`src/sv/dfpa_pkg.sv`:
```
// ============================================================================
// dfpa_pkg
// Shared types and constants of the distance frame parser and averager.
// ============================================================================
package dfpa_pkg;

    localparam logic [7:0] HEADER_BYTE = 8'hFF;

    localparam int DIST_W   = 16;
    localparam int BYTE_W   = 8;
    localparam int CFG_IDX_W = 1;
    localparam int CFG_DATA_W = 16;

    localparam logic [CFG_IDX_W-1:0] REG_MIN_DISTANCE = 1'b0;
    localparam logic [CFG_IDX_W-1:0] REG_HUNT_LIMIT   = 1'b1;

    localparam logic [DIST_W-1:0] MIN_DISTANCE_RESET = 16'd30;
    localparam logic [BYTE_W-1:0] HUNT_LIMIT_RESET   = 8'd21;

    typedef enum logic [1:0] {
        PH_HUNT,
        PH_HIGH,
        PH_LOW,
        PH_SUM
    } phase_t;

    typedef enum logic [1:0] {
        ST_VALID,
        ST_BAD_SUM,
        ST_BELOW_MIN,
        ST_NO_HEADER
    } status_t;

    // Per-byte event from the parser to the ring and result stage
    typedef struct packed {
        logic              emit;
        logic              store;
        status_t           status;
        logic [DIST_W-1:0] distance;
    } frame_evt_t;

endpackage

```
`src/sv/distance_frame_parser_averager.sv`:
```
// Path: a byte that completes a frame or ends a hunt reaches its result
// through the byte register, the parse and ring stage and the result
// register, in that order.
// Throughput: one byte per cycle; the three stages stall only when the
// result register is full and not taken.
// Reset: asynchronous, active low; parser in hunt, ring and sum cleared,
// min_distance 30, hunt_limit 21.
// ============================================================================
// distance_frame_parser_averager
// Parses header/high/low/checksum frames from a sensor byte stream and
// reports status, raw distance and the moving average of good readings.
// ============================================================================
module distance_frame_parser_averager #(
    parameter int AVG_DEPTH = 3
) (
    input  logic                                clk,
    input  logic                                rst_n,
    input  logic                                cfg_write,
    input  logic [dfpa_pkg::CFG_IDX_W-1:0]      cfg_addr,
    input  logic [dfpa_pkg::CFG_DATA_W-1:0]     cfg_wdata,
    input  logic                                in_valid,
    output logic                                in_ready,
    input  logic [dfpa_pkg::BYTE_W-1:0]         rx_byte,
    output logic                                out_valid,
    input  logic                                out_ready,
    output logic [1:0]                          status,
    output logic [dfpa_pkg::DIST_W-1:0]         distance,
    output logic [dfpa_pkg::DIST_W-1:0]         average
);

    localparam int SUM_W = dfpa_pkg::DIST_W + $clog2(AVG_DEPTH);

    logic [dfpa_pkg::DIST_W-1:0]  min_distance_reg;
    logic [dfpa_pkg::BYTE_W-1:0]  hunt_limit_reg;

    logic                         byte_valid_reg;
    logic [dfpa_pkg::BYTE_W-1:0]  byte_reg;

    logic                         mid_valid_reg;
    dfpa_pkg::status_t            mid_status_reg;
    logic [dfpa_pkg::DIST_W-1:0]  mid_distance_reg;
    logic [SUM_W-1:0]             mid_sum_reg;

    logic                         mid_ready;
    logic                         div_ready;
    logic                         step;
    dfpa_pkg::frame_evt_t         evt;
    logic [SUM_W-1:0]             ring_sum;

    assign mid_ready = !mid_valid_reg || div_ready;
    assign step      = byte_valid_reg && mid_ready;
    assign in_ready  = !byte_valid_reg || mid_ready;

    always_ff @(posedge clk or negedge rst_n)
    begin
        if (!rst_n)
        begin
            min_distance_reg <= dfpa_pkg::MIN_DISTANCE_RESET;
            hunt_limit_reg   <= dfpa_pkg::HUNT_LIMIT_RESET;
        end
        else if (cfg_write)
        begin
            unique case (cfg_addr)
                dfpa_pkg::REG_MIN_DISTANCE: min_distance_reg <= cfg_wdata;
                dfpa_pkg::REG_HUNT_LIMIT:
                    hunt_limit_reg <= cfg_wdata[dfpa_pkg::BYTE_W-1:0];
            endcase
        end
    end

    always_ff @(posedge clk or negedge rst_n)
    begin
        if (!rst_n)
        begin
            byte_valid_reg <= 1'b0;
            mid_valid_reg  <= 1'b0;
        end
        else
        begin
            if (in_ready)
            begin
                byte_valid_reg <= in_valid;
            end
            if (mid_ready)
            begin
                mid_valid_reg <= step && evt.emit;
            end
        end
    end

    always_ff @(posedge clk)
    begin
        if (in_valid && in_ready)
        begin
            byte_reg <= rx_byte;
        end
        if (step && evt.emit)
        begin
            mid_status_reg   <= evt.status;
            mid_distance_reg <= evt.distance;
            mid_sum_reg      <= ring_sum;
        end
    end

    dfpa_parser u_parser (
        .clk          (clk),
        .rst_n        (rst_n),
        .step         (step),
        .rx_byte      (byte_reg),
        .min_distance (min_distance_reg),
        .hunt_limit   (hunt_limit_reg),
        .evt          (evt)
    );

    dfpa_ring #(
        .AVG_DEPTH (AVG_DEPTH)
    ) u_ring (
        .clk     (clk),
        .rst_n   (rst_n),
        .evt     (evt),
        .sum_out (ring_sum)
    );

    dfpa_avg_div #(
        .AVG_DEPTH (AVG_DEPTH)
    ) u_avg_div (
        .clk         (clk),
        .rst_n       (rst_n),
        .in_valid    (mid_valid_reg),
        .in_ready    (div_ready),
        .in_status   (mid_status_reg),
        .in_distance (mid_distance_reg),
        .in_sum      (mid_sum_reg),
        .out_valid   (out_valid),
        .out_ready   (out_ready),
        .status      (status),
        .distance    (distance),
        .average     (average)
    );

endmodule

```
`src/sv/dfpa_parser.sv`:
```
// ============================================================================
// dfpa_parser
// Frame state machine: header hunt, high byte, low byte, checksum check.
// ============================================================================
module dfpa_parser (
    input  logic                          clk,
    input  logic                          rst_n,
    input  logic                          step,
    input  logic [dfpa_pkg::BYTE_W-1:0]   rx_byte,
    input  logic [dfpa_pkg::DIST_W-1:0]   min_distance,
    input  logic [dfpa_pkg::BYTE_W-1:0]   hunt_limit,
    output dfpa_pkg::frame_evt_t          evt
);

    dfpa_pkg::phase_t                phase_reg, phase_next;
    logic [dfpa_pkg::BYTE_W-1:0]     high_reg, high_next;
    logic [dfpa_pkg::BYTE_W-1:0]     low_reg, low_next;
    logic [dfpa_pkg::BYTE_W-1:0]     hunt_reg, hunt_next;
    logic [dfpa_pkg::BYTE_W:0]       hunt_inc;
    logic [dfpa_pkg::BYTE_W-1:0]     checksum;
    logic [dfpa_pkg::DIST_W-1:0]     frame_dist;

    assign hunt_inc   = {1'b0, hunt_reg} + 9'd1;
    assign checksum   = high_reg + low_reg + dfpa_pkg::HEADER_BYTE;
    assign frame_dist = {high_reg, low_reg};

    always_ff @(posedge clk or negedge rst_n)
    begin
        if (!rst_n)
        begin
            phase_reg <= dfpa_pkg::PH_HUNT;
            high_reg  <= '0;
            low_reg   <= '0;
            hunt_reg  <= '0;
        end
        else
        begin
            phase_reg <= phase_next;
            high_reg  <= high_next;
            low_reg   <= low_next;
            hunt_reg  <= hunt_next;
        end
    end

    // Next state
    always_comb
    begin
        phase_next = phase_reg;
        if (step)
        begin
            unique case (phase_reg)
                dfpa_pkg::PH_HUNT:
                begin
                    if (rx_byte == dfpa_pkg::HEADER_BYTE)
                    begin
                        phase_next = dfpa_pkg::PH_HIGH;
                    end
                end
                dfpa_pkg::PH_HIGH: phase_next = dfpa_pkg::PH_LOW;
                dfpa_pkg::PH_LOW:  phase_next = dfpa_pkg::PH_SUM;
                dfpa_pkg::PH_SUM:  phase_next = dfpa_pkg::PH_HUNT;
            endcase
        end
    end

    // Outputs and data registers
    always_comb
    begin
        evt       = '0;
        high_next = high_reg;
        low_next  = low_reg;
        hunt_next = hunt_reg;
        if (step)
        begin
            unique case (phase_reg)
                dfpa_pkg::PH_HUNT:
                begin
                    if (rx_byte == dfpa_pkg::HEADER_BYTE)
                    begin
                        hunt_next = '0;
                    end
                    else if (hunt_inc >= {1'b0, hunt_limit})
                    begin
                        // hunt ran out: report with no distance
                        hunt_next  = '0;
                        evt.emit   = 1'b1;
                        evt.status = dfpa_pkg::ST_NO_HEADER;
                    end
                    else
                    begin
                        hunt_next = hunt_inc[dfpa_pkg::BYTE_W-1:0];
                    end
                end
                dfpa_pkg::PH_HIGH: high_next = rx_byte;
                dfpa_pkg::PH_LOW:  low_next  = rx_byte;
                dfpa_pkg::PH_SUM:
                begin
                    hunt_next    = '0;
                    evt.emit     = 1'b1;
                    evt.distance = frame_dist;
                    if (checksum != rx_byte)
                    begin
                        evt.status = dfpa_pkg::ST_BAD_SUM;
                    end
                    else if (frame_dist <= min_distance)
                    begin
                        evt.status = dfpa_pkg::ST_BELOW_MIN;
                    end
                    else
                    begin
                        evt.status = dfpa_pkg::ST_VALID;
                        evt.store  = 1'b1;
                    end
                end
            endcase
        end
    end

endmodule

```
`src/sv/dfpa_ring.sv`:
```
// ============================================================================
// dfpa_ring
// Ring of recent good readings with a running sum of its entries.
// ============================================================================
module dfpa_ring #(
    parameter int AVG_DEPTH = 3
) (
    input  logic                      clk,
    input  logic                      rst_n,
    input  dfpa_pkg::frame_evt_t      evt,
    output logic [dfpa_pkg::DIST_W+$clog2(AVG_DEPTH)-1:0] sum_out
);

    localparam int SUM_W = dfpa_pkg::DIST_W + $clog2(AVG_DEPTH);
    localparam int PTR_W = (AVG_DEPTH > 1) ? $clog2(AVG_DEPTH) : 1;
    localparam logic [PTR_W-1:0] PTR_LAST = PTR_W'(AVG_DEPTH - 1);

    logic [dfpa_pkg::DIST_W-1:0] entry_reg [AVG_DEPTH];
    logic [PTR_W-1:0]            ptr_reg, ptr_adv;
    logic                        have_reg;
    logic [SUM_W-1:0]            sum_reg, sum_next;
    logic [SUM_W-1:0]            fill_sum, roll_sum;

    // advance first, then write
    assign ptr_adv  = (ptr_reg == PTR_LAST) ? '0 : ptr_reg + 1'b1;
    assign fill_sum = SUM_W'(SUM_W'(evt.distance) * SUM_W'(AVG_DEPTH));
    assign roll_sum = sum_reg - SUM_W'(entry_reg[ptr_adv]) + SUM_W'(evt.distance);

    always_comb
    begin
        sum_next = sum_reg;
        if (evt.store)
        begin
            sum_next = have_reg ? roll_sum : fill_sum;
        end
    end

    assign sum_out = sum_next;

    always_ff @(posedge clk or negedge rst_n)
    begin
        if (!rst_n)
        begin
            for (int i = 0; i < AVG_DEPTH; i++)
            begin
                entry_reg[i] <= '0;
            end
            ptr_reg  <= '0;
            have_reg <= 1'b0;
            sum_reg  <= '0;
        end
        else if (evt.store)
        begin
            ptr_reg  <= ptr_adv;
            have_reg <= 1'b1;
            sum_reg  <= sum_next;
            if (have_reg)
            begin
                entry_reg[ptr_adv] <= evt.distance;
            end
            else
            begin
                // first good reading fills every slot
                for (int i = 0; i < AVG_DEPTH; i++)
                begin
                    entry_reg[i] <= evt.distance;
                end
            end
        end
    end

endmodule

```
`src/sv/dfpa_avg_div.sv`:
```
// ============================================================================
// dfpa_avg_div
// Result register: divides the ring sum by the ring depth with a
// reciprocal multiply and holds the finished result for the output transfer.
// ============================================================================
module dfpa_avg_div #(
    parameter int AVG_DEPTH = 3
) (
    input  logic                                      clk,
    input  logic                                      rst_n,
    input  logic                                      in_valid,
    output logic                                      in_ready,
    input  dfpa_pkg::status_t                         in_status,
    input  logic [dfpa_pkg::DIST_W-1:0]               in_distance,
    input  logic [dfpa_pkg::DIST_W+$clog2(AVG_DEPTH)-1:0] in_sum,
    output logic                                      out_valid,
    input  logic                                      out_ready,
    output logic [1:0]                                status,
    output logic [dfpa_pkg::DIST_W-1:0]               distance,
    output logic [dfpa_pkg::DIST_W-1:0]               average
);

    localparam int L_W   = $clog2(AVG_DEPTH);
    localparam int SUM_W = dfpa_pkg::DIST_W + L_W;
    localparam int SHIFT = SUM_W + L_W;
    // ceil(2^SHIFT / depth) gives an exact quotient for every SUM_W-bit sum
    localparam logic [63:0] RECIP_FULL =
        ((64'd1 << SHIFT) + 64'(AVG_DEPTH) - 64'd1) / 64'(AVG_DEPTH);
    localparam logic [SUM_W:0] RECIP = RECIP_FULL[SUM_W:0];

    logic [2*SUM_W:0]             product;
    logic                         out_valid_reg;
    logic [1:0]                   status_reg;
    logic [dfpa_pkg::DIST_W-1:0]  distance_reg;
    logic [dfpa_pkg::DIST_W-1:0]  average_reg;

    assign product  = (2*SUM_W+1)'(in_sum) * (2*SUM_W+1)'(RECIP);
    assign in_ready = !out_valid_reg || out_ready;

    always_ff @(posedge clk or negedge rst_n)
    begin
        if (!rst_n)
        begin
            out_valid_reg <= 1'b0;
        end
        else if (in_ready)
        begin
            out_valid_reg <= in_valid;
        end
    end

    always_ff @(posedge clk)
    begin
        if (in_valid && in_ready)
        begin
            status_reg   <= in_status;
            distance_reg <= in_distance;
            average_reg  <= product[SHIFT +: dfpa_pkg::DIST_W];
        end
    end

    assign out_valid = out_valid_reg;
    assign status    = status_reg;
    assign distance  = distance_reg;
    assign average   = average_reg;

endmodule

```
`config.mk`:
```
export PLATFORM = sky130hd
export DESIGN_NAME = distance_frame_parser_averager
export DESIGN_NICKNAME = d
export VERILOG_FILES = /design/src/sv/dfpa_pkg.sv /design/src/sv/distance_frame_parser_averager.sv /design/src/sv/dfpa_parser.sv /design/src/sv/dfpa_ring.sv /design/src/sv/dfpa_avg_div.sv
export SDC_FILE = /design/constraint.sdc
export NUM_CORES = 1
export LEC_CHECK = 0
export BUFFER_PORTS_ARGS = -buffer_cell sky130_fd_sc_hd__buf_2
export CAP_MARGIN = 10
export CORE_AREA = 5 5 241 149
export CTS_CLUSTER_SIZE = 30
export DETAILED_ROUTE_END_ITERATION = 8
export DIE_AREA = 0 0 246 154
export HOLD_SLACK_MARGIN = 0.05
export PLACE_DENSITY = 0.75
export SETUP_SLACK_MARGIN = 0.1
export SLEW_MARGIN = 20
export SYNTH_ARGS = -nofsm -noshare
export SYNTH_HDL_FRONTEND = slang
export SYNTH_SLANG_ARGS = --single-unit
```
`constraint.sdc`:
```
create_clock -name clk -period 11 [get_ports clk]
set_input_delay 1.65 -clock clk [delete_from_list [all_inputs] [get_ports clk]]
set_output_delay 1.65 -clock clk [all_outputs]
set_load 0.02 [all_outputs]
```
# Word-level counts from Yosys, hierarchy flattened
# Cells that the tools add are included.
# totals
reg_bits	200
latch_bits	0
mem_bits_rw	0
romBits	0
inputBits	30
output_inout_bits	36
elab_cells	90
n_memories	0
# op_classes
n_addsub	6
n_mul	2
div_mod_pow	0
order_cmp	4
eq_ne	7
shifts	0
n_mux	28
bitwise_logic	2
reduce_logical	19
# ops
operator	n
2-to-1 mux 16 bit	4
bitwise mux 48 bit	1
2-to-1 mux 48 bit	1
2-to-1 mux 18 bit	2
multiplier 18 x 18 -> 35 bit, second input constant	1
binary-select mux 16 bit (select 2 bit)	1
demux 16 bit (select 2 bit)	1
2-to-1 mux 20 bit	1
adder 18 x 16 -> 18 bit	1
multiplier 16 x 2 -> 18 bit, second input constant	1
subtractor 18 x 16 -> 18 bit	1
less-or-equal comparator 16 bit	1
2-to-1 mux 8 bit	2
case mux 8 bit (2 select lines)	1
2-to-1 mux 2 bit	6
AND reduction 2 bit	6
adder 8 x 1 -> 9 bit, second input constant	1
greater-or-equal comparator 9 x 8 -> 1 bit	1
adder 8 bit	1
adder 8 bit, second input constant	1
equality test 8 bit, second input constant	1
!= test 8 bit	1
case mux 2 bit (4 select lines)	1
equality test 2 bit, second input constant	3
other kinds (15)	27

# Logic depth before layout (Yosys ltp)
# logic_depth
ltp_word	10
depth_mapped	21
mapped_depth_nobuf	21

# Modules after synthesis
# Synthesis repeated with hierarchy kept, for this count alone.
# hier_totals
hier_cells	1584
hier_area_um2	16838.6
# by_module_without_submodules
mod	n_inst	cells_each	area_per_inst_um2	seq_area_each_um2
dfpa_avg_div	1	678	6946.7	1046.0
dfpa_ring	1	529	5106.1	1726.7
dfpa_parser	1	271	2414.8	650.6
distance_frame_parser_averager	1	106	2371.0	1980.6

# Least setup slack after synthesis
# No wires, ideal clock.
# synth_path
path_kind	register -> register
start	register mid_sum_reg[5]
end	register u_avg_div.average_reg, in the netlist u_avg_div.average[15] (data pin)
setup_time_ns	0.260
t_arrival_ns	5.359
t_required_ns	10.740
path_slack_ns	5.381
stages_incl_launch_ff	21
n_path_buf	0
synth_period_minus_slack_ns	5.619
cell_sequence	edfxtp_1 ha_1 fa_1 inv_1 fa_1 inv_1 fa_1 inv_1 fa_1 fa_1 inv_1 ha_1 a211o_1 o211ai_1 a21oi_1 a2bb2oi_1 a21oi_1 a311o_1 a211oi_2 o21ba_2 xnor2_1
# synth_between
elab_chain_cells	1
# synth_rtl
element	line_no	rtl
start: declaration	distance_frame_parser_averager.sv:42	logic [SUM_W-1:0] mid_sum_reg;
start signal: assignment	distance_frame_parser_averager.sv:101	mid_sum_reg <= ring_sum;
multiplier 18 x 18 -> 35 bit	dfpa_avg_div.sv:37	assign product = (2*SUM_W+1)'(in_sum) * (2*SUM_W+1)'(RECIP);
via u_avg_div.product[35]	dfpa_avg_div.sv:31	logic [2*SUM_W:0] product;
end signal: assignment	dfpa_avg_div.sv:58	average_reg <= product[SHIFT +: dfpa_pkg::DIST_W];
end: declaration	dfpa_avg_div.sv:35	logic [dfpa_pkg::DIST_W-1:0] average_reg;
# The timed path passes the listed nets, and every way through them passes these cells.
# A chain may end at the register's enable or synchronous reset.

# Final worst setup path
# layout_path
start	register mid_sum_reg[5]
end	register u_avg_div.average_reg, in the netlist u_avg_div.average[13] (data pin)
# Same word-level chain as after synthesis.

==> impl_metrics.csv <==
group,metric,value,unit
critical_path,path_cells,"ha_1, fa_1, inv_1, fa_1, inv_1, fa_1, inv_1, fa_1, fa_1, inv_1, ha_1, a211o_1, o211ai_1, a21oi_1, a2bb2oi_1, a21oi_1, a311o_1, a21oi_1, nand2b_1, a221oi_1",
place,hpwlAfterDp,31540,µm
timing,hold_viol,0,
yosys,synth_edf_count,78,
clocking,cts_buffers,17,
critical_path,r2r_setup_slack,4.94,ns
status,status,"finished clean",
clocking,path_clk_slew,0.08,ns
yosys,synthTopCellsByCount,"inv_1, ha_1, nand2_1",
grt,gr-total-overflow,0,
yosys,synth_nets,1996,
die,die-area,37880,µm²
drt,vias_per_cell,5.340,
cells_and_area,drive_gt1_share,10.17,%
timing,rsz0062_at_grt,"no",
timing,max_slew.worst_pin.slew,1.086,ns
timing,min_period,6.061,ns
critical_path,max_stage_delay,0.55,ns
yosys,yosysTopAreaCellShare,17.60,%
timing,timing.fmax,165.0,MHz
die,core,33310,µm²
yosys,netlist_area,16490,µm²
clocking,cts_resized,0,
grt,grt_max_degree,68,
critical_path,crit_type,"reg -> reg",
yosys,avgSynthCellArea,10.25,µm²
cells_and_area,final-seq-area,5404,µm²
cells_and_area,synthToLayoutAreaGrowth,8.809,%
timing,setup-tns-final,0,ns
timing,slew_viol_final,0,
flow_run,max_cap_violations,0,
critical_path,crit_family,"adder cells",
timing,post-route-period-util,55.10,%
clocking,root_buffer,"clkbuf_16",
yosys,synth.distinct_cells,62,
critical_path,start_kind,"register",
cells_and_area,utilization,53.86,%
yosys,synth_top_cells_by_area,"ha_1, dfrtp_1, fa_1",
timing,relSlewSlack,27.62,%
drt,drc_errors,0,
timing,skew,0.01698,ns
drt,wirelength,38960,µm
critical_path,required,11.20,ns
grt,grt_pass1_vias,11802,
die,num_rows,52,
timing,setup_viol,0,
cells_and_area,num_antenna_cells,0,
cells_and_area,fill_cells,2921,
place,gp_congestion,0.9497,
drt,wl_per_cell,18.21,µm
clocking,cts_hold_buf,0,
critical_path,endpoint_kind,"register",
yosys,yosysTopAreaCell,"ha_1",
clocking,numClockSinks,200,
grt,grt_pass1_wl,63800,µm
die,die_h,154,µm
critical_path,path_max_fanout,6,
cells_and_area,num-nets-final,2055,
die,start_util,49.50,%
clocking,cts_tree,"built",
cells_and_area,multi_input_area,9639,µm²
yosys,synthFlopType,"dfrtp_1",
clocking,post_cts_buffers,0,
yosys,netlist_instances,1609,
die,die_w,246,µm
drt,firstDrtPassIters,5,
clocking,cts_buffer_depth,2,
drt,final_antenna_net_count,0,
worst_hold_path,hp-class,"reg -> reg",
grt,antenna_found_initial,0,
yosys,ys_seq_elements,200,
drt,routed-via-count,11427,
yosys,synth.most_common_cell,"inv_1",
yosys,ys_seq_area_share,32.77,%
clocking,worstSkewPairLatency,0.47,ns
place,portBuffers,65,
critical_path,critPathMostFrequentCell,"fa_1",
critical_path,r2r_start,"mid_sum_reg[5]$_DFFE_PP_",
critical_path,rr_endpoint,"u_avg_div.average[13]$_DFFE_PP_",
cells_and_area,largest_register_ffs,48,
clocking,h-tree-depth,4,
critical_path,crit_cells,20,
critical_path,worstRegToRegCells,20,
critical_path,crit_slowest_cell,"fa_1",
critical_path,path_buf_inv,4,
drt,drt-initial-drc-count,1102,
critical_path,startpoint,"mid_sum_reg[5]$_DFFE_PP_",
critical_path,cp.arrival,6.26,ns
yosys,postSynth.asyncResetShare,61.00,%
die,io_pins,66,
critical_path,cp-endpoint,"u_avg_div.average[13]$_DFFE_PP_",
grt,grt_usage,21.47,%
yosys,yosysWarningCount,0,
worst reg2reg max path: stages, from the launching register on:
cell	delay (ns)
edfxtp_1	0.53
ha_1	0.40
fa_1	0.49
inv_1	0.07
fa_1	0.51
inv_1	0.06
fa_1	0.53
inv_1	0.06
fa_1	0.50
fa_1	0.55
inv_1	0.04
ha_1	0.37
a211o_1	0.33
o211ai_1	0.10
a21oi_1	0.12
a2bb2oi_1	0.19
a21oi_1	0.11
a311o_1	0.40
a21oi_1	0.25
nand2b_1	0.14
a221oi_1	0.07
per-layer routing:
| layer | track usage, % | vias up | part of all wire, % |
|---|---|---|---|
| li1 | - | 5435 | - |
| met1 | 33.86 | 5581 | 50 |
| met2 | 29.18 | 372 | 39 |
| met3 | 6.142 | 39 | 9.2 |
| met4 | 4.460 | 0 | 1.3 |
| met5 | 0 | - | 0 |
how the worst min path moves through the flow:
stage                                     from                          endpoint  cells past startpoint
2_1_floorplan    mid_distance_reg[0]$_DFFE_PP_   u_avg_div.distance[0]$_DFFE_PP_                      0
3_3_place_gp   mid_status_reg[0]$_SDFFCE_PN0P_     u_avg_div.status[0]$_DFFE_PP_                      0
3_5_place_dp   mid_status_reg[0]$_SDFFCE_PN0P_     u_avg_div.status[0]$_DFFE_PP_                      0
4_1_cts         mid_distance_reg[14]$_DFFE_PP_  u_avg_div.distance[14]$_DFFE_PP_                      0
5_1_grt        mid_status_reg[0]$_SDFFCE_PN0P_     u_avg_div.status[0]$_DFFE_PP_                      0
6_report       mid_status_reg[0]$_SDFFCE_PN0P_     u_avg_div.status[0]$_DFFE_PP_                      0
through the flow:
step | std cells | setup slack, ns | hold WS [ns] | area, µm²
4_1_cts | 2139 | 4.923 | 0.4226 | 17920
2_1_floorplan | 1609 | 5.381 | 0.4003 | 16490
6_report | 2140 | 4.939 | 0.4226 | 17940
3_5_place_dp | 2107 | 4.865 | 0.4045 | 17300
3_3_place_gp | 2107 | 4.944 | 0.4034 | 17300
5_1_grt | 2140 | 4.621 | 0.4286 | 17940
logic make-up (layout without fill, tap and decap cells):
group                    Yosys count  count (layout)  share of synthesized area, %
flip-flops                       200             200                         32.77
AND/OR/NAND/NOR                  260             260                         7.223
buffers and inverters            383             455                         8.923
multiplexers                      66              66                         4.575
adder cells (fa/ha/maj)          357             357                         32.78
XOR/XNOR                          63              63                         3.346
AO/OA/AOI/OAI                    280             280                         10.39
cell type report:
class                      count  area share (%)
clock buffer                  17           2.371
timing repair buffer          72           2.190
sequential                   200           30.12
clock inverter                15           1.060
inverter                     351           7.343
multi-input combinational   1026           53.72
tap                          459           3.201
layout by cell type (no fill, tap or decap), drive strengths merged, types with 43 or more instances in the layout:
cell and instances:
dfrtp 115, mux2 45, edfxtp 78, a21oi 65
fa 125, o21ai 113, inv 361, ha 232
xnor2 43, nand2 132, buf 72
Power is left out: the tool's default activity adds up to more than one toggle a clock period on the data nets, which glitch-free logic cannot reach.
